[src/hw/rtl/stsum_pkg.sv]
`default_nettype none

package stsum_pkg;

	// Width of the element count register and its value after reset.
	localparam int unsigned COUNT_W       = 11;
	localparam int unsigned INDEX_W       = 10;
	localparam int unsigned DATA_W        = 32;
	localparam int unsigned SIZE_DEFAULT  = 1024;
	localparam logic [COUNT_W-1:0] ACTIVE_COUNT_RESET = 11'd1024;

	typedef enum logic [1:0] {
		MODE_SET   = 2'd0,
		MODE_ADD   = 2'd1,
		MODE_QUERY = 2'd2,
		MODE_NONE  = 2'd3
	} mode_t;

	typedef struct packed {
		mode_t                     mode;
		logic [INDEX_W-1:0]        index_low;
		logic [INDEX_W-1:0]        index_high;
		logic signed [DATA_W-1:0]  value;
	} item_t;

	typedef struct packed {
		logic signed [DATA_W-1:0]  range_sum;
		logic                      ignored;
	} result_t;

	typedef enum logic [3:0] {
		ST_CLEAR,
		ST_IDLE,
		ST_DECODE,
		ST_LEAF_RD,
		ST_LEAF_WR,
		ST_SIB_RD,
		ST_PAR_WR,
		ST_Q_LEFT,
		ST_Q_RIGHT,
		ST_DONE
	} state_t;

	// Commands from the controller to the datapath.
	typedef struct packed {
		logic clr_step;
		logic load;
		logic decode;
		logic leaf_rd;
		logic leaf_wr;
		logic sib_rd;
		logic par_wr;
		logic q_left;
		logic q_right;
	} cmd_t;

	// Status from the datapath to the controller.
	typedef struct packed {
		logic  clr_last;
		logic  out_of_range;
		logic  empty;
		logic  root;
		logic  walk_end;
		mode_t mode;
	} sts_t;

endpackage

`default_nettype wire

[src/hw/rtl/stsum_ctrl.sv]
`default_nettype none

module stsum_ctrl (
	input  wire logic           clk,
	input  wire logic           arst_n,
	input  wire logic           start,
	input  wire stsum_pkg::sts_t sts,
	output stsum_pkg::cmd_t     cmd,
	output logic                busy,
	output logic                done
);
	import stsum_pkg::*;

	state_t state_q;
	state_t state_d;

	always_ff @(posedge clk or negedge arst_n) begin
		if (!arst_n) begin
			state_q <= ST_CLEAR;
		end else begin
			state_q <= state_d;
		end
	end

	always_comb begin
		state_d = state_q;
		cmd     = '0;
		busy    = 1'b1;
		done    = 1'b0;
		unique case (state_q)
			ST_CLEAR: begin
				cmd.clr_step = 1'b1;
				if (sts.clr_last) begin
					state_d = ST_IDLE;
				end
			end
			ST_IDLE: begin
				busy = 1'b0;
				if (start) begin
					cmd.load = 1'b1;
					state_d  = ST_DECODE;
				end
			end
			ST_DECODE: begin
				cmd.decode = 1'b1;
				unique case (sts.mode)
					MODE_SET: begin
						state_d = sts.out_of_range ? ST_DONE : ST_LEAF_WR;
					end
					MODE_ADD: begin
						state_d = sts.out_of_range ? ST_DONE : ST_LEAF_RD;
					end
					MODE_QUERY: begin
						state_d = sts.empty ? ST_DONE : ST_Q_LEFT;
					end
					default: begin
						state_d = ST_DONE;
					end
				endcase
			end
			ST_LEAF_RD: begin
				cmd.leaf_rd = 1'b1;
				state_d     = ST_LEAF_WR;
			end
			ST_LEAF_WR: begin
				cmd.leaf_wr = 1'b1;
				state_d     = ST_SIB_RD;
			end
			ST_SIB_RD: begin
				if (sts.root) begin
					state_d = ST_DONE;
				end else begin
					cmd.sib_rd = 1'b1;
					state_d    = ST_PAR_WR;
				end
			end
			ST_PAR_WR: begin
				cmd.par_wr = 1'b1;
				state_d    = ST_SIB_RD;
			end
			ST_Q_LEFT: begin
				if (sts.walk_end) begin
					state_d = ST_DONE;
				end else begin
					cmd.q_left = 1'b1;
					state_d    = ST_Q_RIGHT;
				end
			end
			ST_Q_RIGHT: begin
				cmd.q_right = 1'b1;
				state_d     = ST_Q_LEFT;
			end
			ST_DONE: begin
				done    = 1'b1;
				state_d = ST_IDLE;
			end
			default: begin
				state_d = ST_IDLE;
			end
		endcase
	end

endmodule

`default_nettype wire

[config.mk]
export PLATFORM = sky130hd
export DESIGN_NAME = stsum_ctrl
export DESIGN_NICKNAME = d
export VERILOG_FILES = /design/src/hw/rtl/stsum_pkg.sv /design/src/hw/rtl/stsum_ctrl.sv
export SDC_FILE = /design/constraint.sdc
export NUM_CORES = 1
export LEC_CHECK = 0
export ABC_AREA = 1
export BUFFER_PORTS_ARGS = -buffer_cell sky130_fd_sc_hd__buf_2
export CAP_MARGIN = 0
export CORE_AREA = 2 2 39 41
export CTS_BUF_LIST = sky130_fd_sc_hd__clkbuf_8
export CTS_CLUSTER_DIAMETER = 120
export DETAILED_ROUTE_END_ITERATION = 10
export DIE_AREA = 0 0 41 43
export GPL_TIMING_DRIVEN = 0
export HOLD_SLACK_MARGIN = 0.08
export PLACE_DENSITY = 0.61
export SYNTH_ARGS = -nofsm -noshare
export SYNTH_HDL_FRONTEND = slang
export SYNTH_SLANG_ARGS = --single-unit
export TNS_END_PERCENT = 10
[constraint.sdc]
create_clock -name clk -period 0.98 [get_ports clk]
set_input_delay 0.196 -clock clk [delete_from_list [all_inputs] [get_ports clk]]
set_output_delay 0.196 -clock clk [all_outputs]
set_load 0.005 [all_outputs]
==> results of run 1 <==
==> where the power goes <==
part / internal [uW] / switching (uW) / leakage [uW] / total, uW
Combinational: 507 / 674 / 0.000375 / 1180
Sequential: 257 / 148 / 0.0000457 / 405
Clock: 261 / 78.8 / 0.0000216 / 340
==> layer usage <==
metal,up-vias,wire (microns),GRT usage
met2,22,687,0.303
li1,306,-,-
met1,277,529,0.184
met3,2,69,0.0314
met4,0,14,0.0600
met5,-,0,0
==> final timing paths <==
kind	endpoint	slack [ps]	cells past startpoint
min in group asynchronous	state_q[0]$_DFFE_PN0P_	320	2
hold / removal	state_q[0]$_DFFE_PN0P_	280	4
setup reg to reg	state_q[1]$_DFFE_PN0P_	-330	9
hold reg to reg	state_q[0]$_DFFE_PN0P_	660	3
max in group asynchronous	state_q[3]$_DFFE_PN0P_	520	2
setup / recovery	cmd[3]	-370	6
==> cell type report <==
type / count / area share
sequential: 4 / 0.142
clock buffer: 3 / 0.0559
timing repair buffer: 27 / 0.224
multi-input combinational: 59 / 0.454
inverter: 19 / 0.0966
tap: 16 / 0.0271
==> through the flow <==
step | hold WS, ps | utilization | power, uW | instance area [sq um]
finish | 281 | 0.533 | 1930 | 738
detailed placement | 5.60 | 0.429 | 1270 | 594
global route | 326 | 0.533 | 2130 | 738
floorplan | -99.6 | - | 982 | 474
CTS | 282 | 0.514 | 1810 | 711
global placement | 0.165 | 0.429 | 1260 | 594
==> layout by cell type (no fill, tap or decap) <==
cell type      count
buf_2             19
inv_2              5
nand2_1           19
dfrtp_2            4
nand4_1            1
nor2_2             3
nor2_4             4
o21ai_0            4
o21ai_1            1
nand3_1            7
dlygate4sd3_1      1
nand2_4            1
nand3b_1           1
buf_4              5
ha_1               4
buf_6              2
a21oi_1            1
inv_1             14
nor3_1             1
nand2_2            4
clkbuf_8           3
nor2_1             8
==> cell families (layout without fill, tap and decap cells) <==
logic type      after synthesis  after routing  synth area share
fa+ha+maj                     4              4             0.106
simple gates                 49             49             0.467
compound gates                6              6            0.0636
buf+inv                      19             49             0.151
flops                         4              4             0.212
==> repair_timing <==
item | CTS | global route
pin swaps | 4 | 3
setup buffers | 5 | 1
hold buffers | 1 | 0
gates resized for setup | 9 | 8
setup endpoints to repair | 15 | 15
hold endpoints to repair | 4 | 0
==> critical path: stages (launching register included) <==
cell     delay [ps]
dfrtp_2         450
inv_2           100
nand2_4          60
nor2_2          100
nand2_1          70
inv_1            60
buf_2           100
==> flow_metrics.py, run 1 <==
metrics = {
    "run_status": {
        "status": "finished, violations left",
        "violations": "negative setup slack",
    },
    "floorplanning": {
        "placementRows": 14,
        "io_pins": 21,
        "die_y_microns": 43,
        "die_x_microns": 41,
        "start_util": 0.341,
        "die_area_sq_mm": 0.00176,
        "core_sq_mm": 0.00138,
    },
    "routing": {
        "viasPerCell": 4.74,
        "post_drt_wl_per_cell_microns": 10.2,
        "drt_iter0_drc": 16,
        "drc_errors": 0,
        "ant_nets": 0,
        "drtPass1Iterations": 4,
        "via_count": 607,
        "routed_wl_microns": 1300,
    },
    "finish": {
        "seqCellArea_sq_um": 105,
        "largest_register_ffs": 4,
        "drive_gt1_frac": 0.446,
        "top_regs": "state_q (4)",
        "stdcell_count": 128,
        "max_flop_register": "state_q",
        "diodes": 0,
        "nets": 128,
        "area_growth_pct": 56.5,
        "multi_input_area_sq_um": 335,
        "nFillCells": 151,
    },
    "synthesis": {
        "yosysWarnings": 0,
        "yosysMostFrequentCell": "nand2_1",
        "ys.flop_type": "dfrtp_1",
        "ys_ff_latch": 4,
        "yosysTopAreaCellShare": 0.212,
        "async_flop_share": 1.00,
        "synth_cells": 82,
        "synth_fp_nets": 96,
        "syn_area_sq_um": 472,
        "syn_area_per_cell_sq_um": 5.75,
        "synth-edff-count": 0,
        "synth.yosys.seq_area_share": 0.212,
        "ys_top_cells_by_count": "22 x nand2_1, 16 x inv_1, 11 x nor2_1, 7 x nand3_1",
        "synth_area_leaders": "dfrtp_1 21%, nand2_1 18%, inv_1 13%, ha_1 11%, nor2_1 8.8%",
        "ys_types": 16,
        "synth_top_area_cell": "dfrtp_1",
    },
    "sta": {
        "rsz0062_at_grt": "true",
        "tightest_slew_ps": 177,
        "fin_skew_ps": 0.311,
        "setup_tns_ps": -4430,
        "fin_crit_sh": 1.38,
        "setup_viol": 15,
        "max_freq_ghz": 0.742,
        "period_minus_slack_ps": 1350,
        "finalMaxSlewViolations": 0,
        "max_slew_margin": 0.882,
        "post-route-worst-setup-slack_ps": -368,
        "hold_viol_final": 0,
    },
    "pwr": {
        "p_leak_uw": 0.000442,
        "powerDensity_mw_per_mm2": 2610,
        "ir_drop_mv": 1.36,
    },
    "hold_path": {
        "hold_path_class": "in -> reg",
        "holdCritStartpoint": "start",
    },
    "place": {
        "gp_routability_congestion": 0.767,
        "placed_cells": 118,
        "hpwl_microns": 956,
        "pre_cts_slack_ps": -191,
        "portBuffers": 20,
    },
    "worst_setup_path": {
        "rr_startpoint": "state_q[3]$_DFFE_PN0P_",
        "cp_max_fo": 4,
        "end_kind": "output pin",
        "critPathLaunch": "state_q[3]$_DFFE_PN0P_",
        "start_kind": "flip-flop",
        "required_ps": 780,
        "worstPathArrival_ps": 1150,
        "path_class": "reg -> out",
    },
    "cts": {
        "htree_levels": 1,
        "clk_pin_slew_ps": 30,
        "clkSinkCount": 4,
        "numCtsBuffers": 3,
        "cts_root_buf": "clkbuf_8",
        "cts_tree": "built",
        "clock_latency_ps": 210,
        "cts_buffer_depth": 2,
    },
    "global_routing": {
        "grt_pass1_vias": 547,
        "grt_pass1_wl_microns": 2060,
        "grt_start_max_net_pins": 7,
        "overflow": 0,
        "grt_usage": 0.170,
        "antenna_found_initial": 0,
    },
    "run": {
        "cap_viol_max_count": 0,
    },
}
No activity file was read; power rests on OpenSTA's default activity.
==> run 2, diff against run 1 <==
--- a/config.mk
+++ b/config.mk
@@ -16,6 +16,8 @@
 export GPL_TIMING_DRIVEN = 0
 export HOLD_SLACK_MARGIN = 0.08
 export PLACE_DENSITY = 0.61
+export SETUP_SLACK_MARGIN = 0.2
+export SKIP_LAST_GASP = 1
 export SYNTH_ARGS = -nofsm -noshare
 export SYNTH_HDL_FRONTEND = slang
 export SYNTH_SLANG_ARGS = --single-unit
==> run 2 against run 1 <==
  * The flow still finishes with violations (negative setup slack)
  * Worst setup slack worse by 19 ps
  * Cell count unchanged
  * Register-to-register slack improved by 20 ps
  * Clock power hardly changed
  * Clock skew rose by 0.59 ps
  * Design area fell by 0.51%
  * Clock-buffer cell count did not move
  * Sequential power is 1% higher
  * Non-clock buffer count unchanged
  * Critical path depth decreased by 2
  * Highest routed layer unchanged
==> flow_metrics.py, run 2 (same netlist as run 1, synthesis figures left out) <==
metrics = {
    "worst_setup_path": {
        "end_kind": "output pin",
        "worstPathArrival_ps": 1170,
        "slowest_delay_ps": 440,
        "cpMaxStageDelayCell": "dfrtp_2",
        "crit_family": "flip-flops",
        "crit_buf_inv": 1,
        "path_class": "reg -> out",
        "required_ps": 780,
        "start_kind": "flip-flop",
        "cp_cell_sequence": "nor2_4 > nand2_1 > nor2_1 > buf_2",
        "cp_max_fo": 5,
    },
    "floorplanning": {
        "die_x_microns": 41,
        "placementRows": 14,
        "io_pins": 21,
        "core_sq_mm": 0.00138,
        "die_area_sq_mm": 0.00176,
        "die_y_microns": 43,
        "start_util": 0.341,
    },
    "pwr": {
        "powerDensity_mw_per_mm2": 2600,
        "ir_drop_mv": 1.38,
        "p_leak_uw": 0.000448,
    },
    "routing": {
        "viasPerCell": 4.72,
        "drc_errors": 0,
        "drtPass1Iterations": 4,
        "routed_wl_microns": 1290,
        "post_drt_wl_per_cell_microns": 10.0,
        "via_count": 604,
        "drt_iter0_drc": 16,
        "ant_nets": 0,
    },
    "cts": {
        "clock_latency_ps": 210,
        "cts_buffer_depth": 2,
        "clk_pin_slew_ps": 30,
        "clkSinkCount": 4,
        "htree_levels": 1,
        "cts_root_buf": "clkbuf_8",
        "cts_tree": "built",
        "numCtsBuffers": 3,
    },
    "place": {
        "gp_routability_congestion": 0.767,
        "hpwl_microns": 956,
        "portBuffers": 20,
    },
    "finish": {
        "nets": 128,
        "max_flop_register": "state_q",
        "fin_util": 0.531,
        "final_common_cell": "nand2_1",
        "layout_common_cells": "21 x nand2_1, 20 x buf_2, 15 x inv_1",
        "largest_register_ffs": 4,
        "area_growth_pct": 55.7,
        "top_regs": "state_q (4)",
        "diodes": 0,
        "drive_gt1_frac": 0.438,
    },
    "sta": {
        "max_slew_margin": 0.900,
        "setup_tns_ps": -4510,
        "period_minus_slack_ps": 1370,
        "finalMaxSlewViolations": 0,
        "post-route-worst-setup-slack_ps": -387,
        "fin_crit_sh": 1.39,
        "fin_skew_ps": 0.903,
        "tightest_slew_ps": 148,
        "hold_viol_final": 0,
        "setup_viol": 15,
        "holdWs_ps": 276,
        "rsz0062_at_grt": "true",
        "max_freq_ghz": 0.732,
    },
    "run_status": {
        "violations": "negative setup slack",
        "status": "finished, violations left",
    },
    "global_routing": {
        "grt_start_max_net_pins": 7,
        "overflow": 0,
        "grt_usage": 0.171,
        "antenna_found_initial": 0,
        "grt_pass1_vias": 546,
        "grt_pass1_wl_microns": 2080,
    },
    "hold_path": {
        "hold_path_class": "in -> reg",
    },
    "run": {
        "cap_viol_max_count": 0,
    },
}
-- run 2: cell count changes in the layout (fill, tap and decap cells not counted) --
cell     previous run  this run
nand2_1            19        21
nand2_2             4         2
buf_2              19        20
buf_6               2         1
inv_1              14        15
inv_2               5         4
nand3_1             7         6
nand3_2             0         1
nor2_1              8         7
nor2_2              3         4
-- run 2: repair_timing --
| action | in CTS | in global routing |
|---|---|---|
| hold buffers | 1 | 0 |
| gates resized for setup | 7 | 8 |
| endpoints found under the hold margin | 4 | 0 |
| setup buffers | 5 | 1 |
| pin swaps | 3 | 3 |
| endpoints found under the setup margin | 15 | 15 |
-- run 2: worst paths after layout --
kind,startpoint,to,slack [ps],cells past startpoint
max,state_q[2]$_DFFE_PN0P_,cmd[7],-390,4
min,start,state_q[0]$_DFFE_PN0P_,280,4
max reg2reg,state_q[3]$_DFFE_PN0P_,state_q[1]$_DFFE_PN0P_,-310,8
min reg2reg,state_q[1]$_DFFE_PN0P_,state_q[0]$_DFFE_PN0P_,660,3
max in group asynchronous,arst_n,state_q[2]$_DFFE_PN0P_,530,2
min in group asynchronous,arst_n,state_q[0]$_DFFE_PN0P_,320,2
-- run 2: per-stage QoR --
stage                     setup slack (ps)  cell area, sq um  power, uW  std cells
final                                 -387               734       1910        128
after global routing                  -440               734       2110        128
after CTS                             -352               704       1790        127
after detailed placement              -191               594       1270        118
after global placement                -195               594       1260        118
after floorplan                      -34.3               474        982         82
-- run 2: cell type report --
type	count	area (sq um)
Sequential cell	4	105
Fill cell	148	649
Inverter	19	71.3
Clock buffer	3	41.3
Tap cell	16	20.0
Multi-Input combinational cell	59	338
Timing Repair Buffer	27	159
-- run 2: worst min-delay path, cell delays in order --
cell and delay, ps:
buf_2 80, inv_1 40, nand3_1 90, nand2_1 50
-- run 2: report_power, final --
part	total [uW]	internal, uW	switching, uW
clock	339	261	77.9
combinational	1160	499	660
sequential	409	257	152
total	1910	1020	889
-- run 2: layer usage --
| metal | share of wire | global-route usage | wire, microns | up-vias |
|---|---|---|---|---|
| li1 | - | - | - | 306 |
| met1 | 0.38 | 0.187 | 494 | 275 |
| met2 | 0.53 | 0.303 | 682 | 21 |
| met3 | 0.071 | 0.0314 | 91 | 2 |
| met4 | 0.013 | 0.0600 | 17 | 0 |
| met5 | 0 | 0 | 0 | - |
